$ cat src/sv/text_case_converter_core_defines.svh
// ----------------------------------------------------------------------------
// Text case converter assertion macros
// Shared concurrent assertion forms, clocked on clock and disabled in reset.
// ----------------------------------------------------------------------------
`ifndef TEXT_CASE_CONVERTER_CORE_DEFINES_SVH
`define TEXT_CASE_CONVERTER_CORE_DEFINES_SVH

// The consequent must hold in the same cycle as the antecedent.
`define TCC_ASSERT_SAME(label, ante, cons, msg) \
   label: assert property (@(posedge clock) disable iff (reset) (ante) |-> (cons)) \
      else $error(msg);

// The consequent must hold in the cycle after the antecedent.
`define TCC_ASSERT_NEXT(label, ante, cons, msg) \
   label: assert property (@(posedge clock) disable iff (reset) (ante) |=> (cons)) \
      else $error(msg);

`endif

$ cat src/sv/tcc_pkg.sv
// ----------------------------------------------------------------------------
// Text case converter package
// Widths, register indexes, case modes and character class helpers.
// ----------------------------------------------------------------------------
`default_nettype none

package tcc_pkg;

   // Width of the byte position counter and of the forced length register.
   localparam int POS_BITS = 16;
   localparam int LEN_BITS = 16;
   localparam int CMP_BITS = (POS_BITS > LEN_BITS) ? POS_BITS : LEN_BITS;
   localparam logic [POS_BITS-1:0] POS_MAX = {POS_BITS{1'b1}};

   // Configuration register indexes.
   localparam int CSR_INDEX_BITS = 2;
   localparam logic [CSR_INDEX_BITS-1:0] CSR_CASE_MODE    = 2'd0;
   localparam logic [CSR_INDEX_BITS-1:0] CSR_FORCE_ENABLE = 2'd1;
   localparam logic [CSR_INDEX_BITS-1:0] CSR_FORCED_LEN   = 2'd2;

   // Punctuation that ends a sentence, and the offset between the two letter cases.
   localparam logic [7:0] CHAR_PERIOD   = 8'h2E;
   localparam logic [7:0] CHAR_BANG     = 8'h21;
   localparam logic [7:0] CHAR_QUESTION = 8'h3F;
   localparam logic [7:0] CASE_DELTA    = 8'h20;

   typedef enum logic [2:0] {
      MODE_NONE       = 3'd0,
      MODE_LOWER      = 3'd1,
      MODE_UPPER      = 3'd2,
      MODE_CAPITALIZE = 3'd3,
      MODE_TITLE      = 3'd4,
      MODE_SENTENCE   = 3'd5
   } case_mode_type;

   // Recased byte together with the updated capital flag.
   typedef struct packed {
      logic [7:0] char_out;
      logic       pending;
   } recase_type;

   function automatic logic is_upper(input logic [7:0] c);
      return (c inside {[8'h41:8'h5A]});
   endfunction

   function automatic logic is_lower(input logic [7:0] c);
      return (c inside {[8'h61:8'h7A]});
   endfunction

   function automatic logic is_blank(input logic [7:0] c);
      return (c inside {8'h20, [8'h09:8'h0D]});
   endfunction

   function automatic logic [7:0] to_up(input logic [7:0] c);
      return is_lower(c) ? c - CASE_DELTA : c;
   endfunction

   function automatic logic [7:0] to_low(input logic [7:0] c);
      return is_upper(c) ? c + CASE_DELTA : c;
   endfunction

   // Recase one byte by mode; modes outside the list pass the byte through.
   function automatic recase_type recase(input logic [7:0] c, input logic [2:0] mode,
                                         input logic pending);
      recase_type r;
      logic       letter;
      letter     = is_upper(c) || is_lower(c);
      r.char_out = c;
      r.pending  = pending;
      case (mode)
         MODE_LOWER: begin
            r.char_out = to_low(c);
         end
         MODE_UPPER: begin
            r.char_out = to_up(c);
         end
         MODE_CAPITALIZE: begin
            if (pending && letter) begin
               r.char_out = to_up(c);
               r.pending  = 1'b0;
            end
         end
         MODE_TITLE: begin
            if (is_blank(c)) begin
               r.pending = 1'b1;
            end else if (pending && letter) begin
               r.char_out = to_up(c);
               r.pending  = 1'b0;
            end else begin
               r.char_out = to_low(c);
            end
         end
         MODE_SENTENCE: begin
            if (pending && letter) begin
               r.char_out = to_up(c);
               r.pending  = 1'b0;
            end else begin
               r.char_out = to_low(c);
            end
            if (r.char_out == CHAR_PERIOD || r.char_out == CHAR_BANG ||
                r.char_out == CHAR_QUESTION) begin
               r.pending = 1'b1;
            end
         end
         default: begin
            r.char_out = c;
         end
      endcase
      return r;
   endfunction

endpackage

`default_nettype wire

$ cat src/sv/text_case_converter_core.sv
// A result is registered in the cycle after its transaction is accepted.
// Throughput: one byte per cycle while rsp_stall is low, set by the single output
// register stage, which takes a new transaction in the cycle its current result is taken.
// Reset (synchronous, active high) clears the result valid, the configuration
// registers, the byte position and sets the pending capital flag.
// ----------------------------------------------------------------------------
// Text case converter core
// Recases a stream of ASCII bytes and optionally truncates or pads the string.
// ----------------------------------------------------------------------------
`default_nettype none

`include "text_case_converter_core_defines.svh"

module text_case_converter_core
   import tcc_pkg::*;
(
   input  wire logic                      clock,
   input  wire logic                      reset,
   // Configuration write port
   input  wire logic                      csr_write_enable,
   input  wire logic [CSR_INDEX_BITS-1:0] csr_index,
   input  wire logic [LEN_BITS-1:0]       csr_wdata,
   // Input byte channel
   input  wire logic                      req_valid,
   output logic                           req_stall,
   input  wire logic [7:0]                req_in_byte,
   input  wire logic                      req_in_last,
   // Result channel
   output logic                           rsp_valid,
   input  wire logic                      rsp_stall,
   output logic [7:0]                     rsp_out_byte,
   output logic                           rsp_byte_valid,
   output logic [LEN_BITS-1:0]            rsp_pad_count,
   output logic                           rsp_out_last
);

   logic [2:0]          case_mode_ff;
   logic                force_enable_ff;
   logic [LEN_BITS-1:0] forced_length_ff;

   logic [POS_BITS-1:0] pos_ff, pos_in;
   logic                pending_ff, pending_in;

   logic                valid_ff, valid_in;
   logic [7:0]          byte_ff, byte_in;
   logic                keep_ff, keep_in;
   logic [LEN_BITS-1:0] pad_ff, pad_in;
   logic                last_ff, last_in;

   logic                req_accept;
   logic                forcing;
   logic [CMP_BITS-1:0] pos_wide;
   logic [CMP_BITS-1:0] counted_wide;
   logic [CMP_BITS-1:0] forced_wide;
   logic [POS_BITS-1:0] counted;
   recase_type          recased;

   // The output register frees up when its result is taken.
   assign req_stall  = valid_ff && rsp_stall;
   assign req_accept = req_valid && !req_stall;

   // Configuration registers.
   always_ff @(posedge clock) begin
      if (reset) begin
         case_mode_ff     <= MODE_NONE;
         force_enable_ff  <= 1'b0;
         forced_length_ff <= '0;
      end else if (csr_write_enable) begin
         case (csr_index)
            CSR_CASE_MODE:    case_mode_ff     <= csr_wdata[2:0];
            CSR_FORCE_ENABLE: force_enable_ff  <= csr_wdata[0];
            CSR_FORCED_LEN:   forced_length_ff <= csr_wdata;
            default: ;
         endcase
      end
   end

   // Keep decision, recasing, saturating position and pad count.
   always_comb begin
      forcing      = (case_mode_ff != MODE_NONE) && force_enable_ff;
      pos_wide     = CMP_BITS'(pos_ff);
      forced_wide  = CMP_BITS'(forced_length_ff);
      keep_in      = !forcing || (pos_wide < forced_wide);
      recased      = recase(req_in_byte, case_mode_ff, pending_ff);
      counted      = (pos_ff != POS_MAX) ? pos_ff + 1'b1 : pos_ff;
      counted_wide = CMP_BITS'(counted);

      byte_in = keep_in ? recased.char_out : 8'h00;
      last_in = req_in_last;
      if (req_in_last && forcing && (forced_wide > counted_wide)) begin
         pad_in = LEN_BITS'(forced_wide - counted_wide);
      end else begin
         pad_in = '0;
      end

      if (req_in_last) begin
         pos_in     = '0;
         pending_in = 1'b1;
      end else begin
         pos_in     = counted;
         pending_in = keep_in ? recased.pending : pending_ff;
      end
   end

   // String state advances once per accepted transaction.
   always_ff @(posedge clock) begin
      if (reset) begin
         pos_ff     <= '0;
         pending_ff <= 1'b1;
      end else if (req_accept) begin
         pos_ff     <= pos_in;
         pending_ff <= pending_in;
      end
   end

   // Result register: loads on accept, empties when taken.
   always_comb begin
      if (req_accept) begin
         valid_in = 1'b1;
      end else if (!rsp_stall) begin
         valid_in = 1'b0;
      end else begin
         valid_in = valid_ff;
      end
   end

   always_ff @(posedge clock) begin
      if (reset) begin
         valid_ff <= 1'b0;
      end else begin
         valid_ff <= valid_in;
      end
   end

   always_ff @(posedge clock) begin
      if (req_accept) begin
         byte_ff <= byte_in;
         keep_ff <= keep_in;
         pad_ff  <= pad_in;
         last_ff <= last_in;
      end
   end

   assign rsp_valid      = valid_ff;
   assign rsp_out_byte   = byte_ff;
   assign rsp_byte_valid = keep_ff;
   assign rsp_pad_count  = pad_ff;
   assign rsp_out_last   = last_ff;

   // Padding is only reported on the result that ends the string.
   `TCC_ASSERT_SAME(a_pad_only_last, valid_ff && (pad_ff != '0), last_ff,
                    "pad count reported on a result that is not last")

   // A dropped byte carries a zero value.
   `TCC_ASSERT_SAME(a_drop_zero, valid_ff && !keep_ff, byte_ff == 8'h00,
                    "dropped byte has a nonzero value")

   // The string state returns to its start after a last transaction.
   `TCC_ASSERT_NEXT(a_state_restart, req_accept && req_in_last,
                    (pos_ff == '0) && pending_ff,
                    "string state not restarted after last byte")

   // An accepted transaction always leaves a result waiting.
   `TCC_ASSERT_NEXT(a_accept_fills, req_accept, valid_ff,
                    "accepted transaction produced no result")

endmodule

`default_nettype wire
$ cat config.mk
export PLATFORM = sky130hd
export DESIGN_NAME = text_case_converter_core
export DESIGN_NICKNAME = d
export VERILOG_FILES = /design/src/sv/tcc_pkg.sv /design/src/sv/text_case_converter_core.sv
export VERILOG_INCLUDE_DIRS = /design/src /design/src/sv
export SDC_FILE = /design/constraint.sdc
export NUM_CORES = 1
export LEC_CHECK = 0
export ABC_AREA = 1
export ABC_CLOCK_PERIOD_IN_PS = 3450
export BUFFER_PORTS_ARGS = -buffer_cell sky130_fd_sc_hd__buf_2
export CORE_MARGIN = 1
export CORE_UTILIZATION = 58
export DETAILED_ROUTE_END_ITERATION = 12
export GPL_TIMING_DRIVEN = 1
export PLACE_DENSITY_LB_ADDON = 0.05
export SLEW_MARGIN = 20
export SYNTH_ARGS = -nofsm -noshare
export SYNTH_HDL_FRONTEND = slang
export SYNTH_SLANG_ARGS = --single-unit
export TNS_END_PERCENT = 20
$ cat constraint.sdc
create_clock -name clock -period 3.45 [get_ports clock]
set_input_delay 1.035 -clock clock [delete_from_list [all_inputs] [get_ports clock]]
set_output_delay 1.035 -clock clock [all_outputs]
set_load 0.02 [all_outputs]
==> results.json <==
{
  "powerDensity_mw_per_mm2": 392,
  "grt_max_degree": 39,
  "postRouteAntennaNets": 0,
  "synth_area_leader_cell": "edfxtp_1",
  "hold_viol": 0,
  "skew_ps": 8.83,
  "max_cap_violations": 0,
  "cp-end-kind": "flip-flop",
  "status": "complete, no violations",
  "synth.most_common_cell": "nand2_1",
  "dieArea_mm2": 0.00800,
  "clock_latency_ps": 340,
  "final_layout_size_suffix_gt1_frac": 0.182,
  "diodes": 0,
  "start_kind": "flip-flop",
  "cts_setup_buffers": 0,
  "pwr-share-clk": 0.398,
  "vias": 4265,
  "yosysTopAreaCellShare": 0.176,
  "synth_nets": 682,
  "die_y_um": 89.5,
  "grt_pass1_vias": 3719,
  "pre_cts_slack_ps": 64.6,
  "clk_pin_slew_ps": 80,
  "drc": 0,
  "intPower_uw": 1430,
  "seq_power_share": 0.414,
  "syn_area_per_cell_um2": 7.24,
  "ys_ff_latch": 64,
  "finalCritPeriodShare": 0.962,
  "synth.distinct_cells": 43,
  "setup_tns_ps": 0,
  "routedLengthMet1_um": 5280,
  "worst-path-max-fanout": 7,
  "slew_violations": 0,
  "fin_ws_ps": 130,
  "cp_num_buf_inv": 3,
  "netlist_area_mm2": 0.00444,
  "grt_overflow": 0,
  "ctsRootBufferMaster": "clkbuf_8",
  "dpl-instance-area_mm2": 0.00486,
  "cp.required_ps": 3550,
  "dr.pass1.iters": 5,
  "final_area_mm2": 0.00515,
  "maxUsedRoutingLayer": "met4",
  "cts.sinks": 64,
  "cp_data_arrival_time_ps": 3420,
  "yosys-top-cells-area": "edfxtp_1 (18%), dfxtp_1 (17%), nand2_1 (11%)",
  "critPathKind": "reg2reg",
  "n_fill_cell": 583,
  "swShare": 0.290,
  "wl_met2_um": 4870,
  "synth_cells": 613,
  "start_util": 0.605,
  "clk_path_buf_depth": 2,
  "die-width_um": 89.5,
  "path_delay_family": "simple AND/OR/NAND/NOR gates",
  "hpwl_um": 8340,
  "io_pins": 60,
  "worstMarginPinSlew_ps": 801,
  "layout_min_cycle_time_ps": 3320,
  "slowest_delay_ps": 400,
  "total_power_uw": 2020,
  "ys_warn_count": 0,
  "synthTopCellsByCount": "nand2_1 (131), inv_1 (93), a21oi_1 (59), nor2_1 (59), dfxtp_1 (38)",
  "rows": 31,
  "p_comb_frac": 0.189,
  "leakagePower_uw": 0.00237,
  "min_path_type": "reg2reg",
  "cp_slowest_cell": "dfxtp_1",
  "grt_usage": 0.285,
  "synth_edf_count": 26,
  "crit_top_cell": "nand2_1",
  "ys_seq_area_frac": 0.348,
  "core_mm2": 0.00733,
  "wirelength_um": 10900,
  "wl_met3_um": 673,
  "area_growth_pct": 16.1,
  "gp_congestion": 0.948,
  "synth-main-ff-cell": "dfxtp_1",
  "antenna_found_initial": 0,
  "setup_violations": 0,
  "drt_iter0_drc": 289,
  "async_flop_share": 0,
  "nets": 747,
  "relSlewSlack": 0.461,
  "portBuffers": 59,
  "numCtsBuffers": 9,
  "cts_tree": "built",
  "post_drt_wl_per_cell_um": 14.0,
  "worstPathCellList": "ha_2 -> nand4_2 -> inv_2 -> nand2_2 -> nor2_4 -> nand2_4 -> nand2_2 -> inv_2 -> nand2_1 -> xor2_2 -> inv_1 -> ha_2 -> nand2_1 -> nor2_2 -> nand2_1 -> o211ai_2 -> a21oi_1 -> o21ai_0 -> a21oi_1 -> o21a_1",
  "routed_via_density": 5.45,
  "grt_pass1_wl_um": 17300,
  "p_switching_uw": 585,
  "vdd_drop_max_mv": 0.264,
  "h-tree-depth": 3,
  "clock.fmax_mhz": 301
}
==> cell families (layout without fill, tap and decap cells) <==
| family | count (synthesis) | after routing | share of synthesized area |
|---|---|---|---|
| xor+xnor | 14 | 14 | 0.0276 |
| simple gates | 271 | 271 | 0.269 |
| flops | 64 | 64 | 0.348 |
| fa+ha+maj | 37 | 37 | 0.106 |
| buf+inv | 112 | 182 | 0.0959 |
| compound gates | 115 | 115 | 0.153 |
==> metal layers <==
| metal | track usage | vias to the layer above |
|---|---|---|
| li1 | - | 2161 |
| met1 | 0.411 | 1939 |
| met2 | 0.445 | 154 |
| met3 | 0.0471 | 11 |
| met4 | 0.0649 | 0 |
| met5 | 0 | - |
==> state kept, by name, indices dropped and copies added (netlist names) <==
name and flops:
forced_length_ff 16, pos_ff 16, rsp_pad_count 16, rsp_out_byte 8, case_mode_ff 3, force_enable_ff 1, pending_ff 1, rsp_byte_valid 1
rsp_out_last 1, rsp_valid 1
==> power by group through the flow <==
stage          clock [uW]  sequential (uW)  combinational, uW
2_1_floorplan           0              872                242
3_3_place_gp            0              851                361
3_5_place_dp            0              852                367
4_1_cts               807              834                370
5_1_grt               847              840                425
6_report              802              835                380
==> final timing paths <==
path,from,endpoint,slack (ps),depth (start not counted)
worst max-delay path,pos_ff[1],rsp_pad_count[14],130,20
worst min-delay path,rsp_valid,rsp_valid,480,2
worst max register to register,pos_ff[1],rsp_pad_count[14],130,20
worst min register to register,rsp_valid,rsp_valid,480,2
==> stage by stage <==
step / utilization / cells / hold slack (ps)
2_1_floorplan: - / 613 / 435
3_3_place_gp: 0.663 / 766 / 465
3_5_place_dp: 0.663 / 766 / 477
4_1_cts: 0.696 / 782 / 488
5_1_grt: 0.702 / 782 / 506
6_report: 0.702 / 782 / 485
==> area by class of cell <==
class / instances / area [um^2] / share of cell area
clock inverters: 7 / 120 / 0.0233
repair buffers: 66 / 352 / 0.0683
clock buffers: 9 / 124 / 0.0241
well taps: 99 / 124 / 0.0241
flip-flops and latches: 64 / 1540 / 0.300
multi-input cells: 437 / 2510 / 0.488
inverters: 100 / 375 / 0.0729
==> worst register-to-register path, cell delays in order (launching register included) <==
cell	delay, ps
dfxtp_1	400
ha_2	240
nand4_2	140
inv_2	100
nand2_2	70
nor2_4	120
nand2_4	90
nand2_2	70
inv_2	40
nand2_1	100
xor2_2	200
inv_1	70
ha_2	380
nand2_1	100
nor2_2	150
nand2_1	80
o211ai_2	110
a21oi_1	140
o21ai_0	260
a21oi_1	100
o21a_1	120
==> layout by cell type, fill, tap and decap left out, types with 7 or more instances in the layout <==
cell type  Yosys  final
xor2_1        10      9
dfxtp_1       38     37
inv_1         93     93
clkbuf_8       0      9
nor3_1        12     12
nand2_1      131    131
ha_1          36     33
buf_2          4     59
a21oi_1       59     59
nand4_1        7      7
inv_2          7      7
nand2_2        9      9
a211oi_1      19     19
nand3_1       33     33
edfxtp_1      26     26
nor2_2         5      7
o21ai_0       12     11
nor2_1        59     56
==> what timing repair did <==
action                                  4_1_cts  5_1_grt
hold buffers                                  0        0
endpoints found under the setup margin        0       16
resized for setup                             0       12
(Power assumes the default switching activity.)
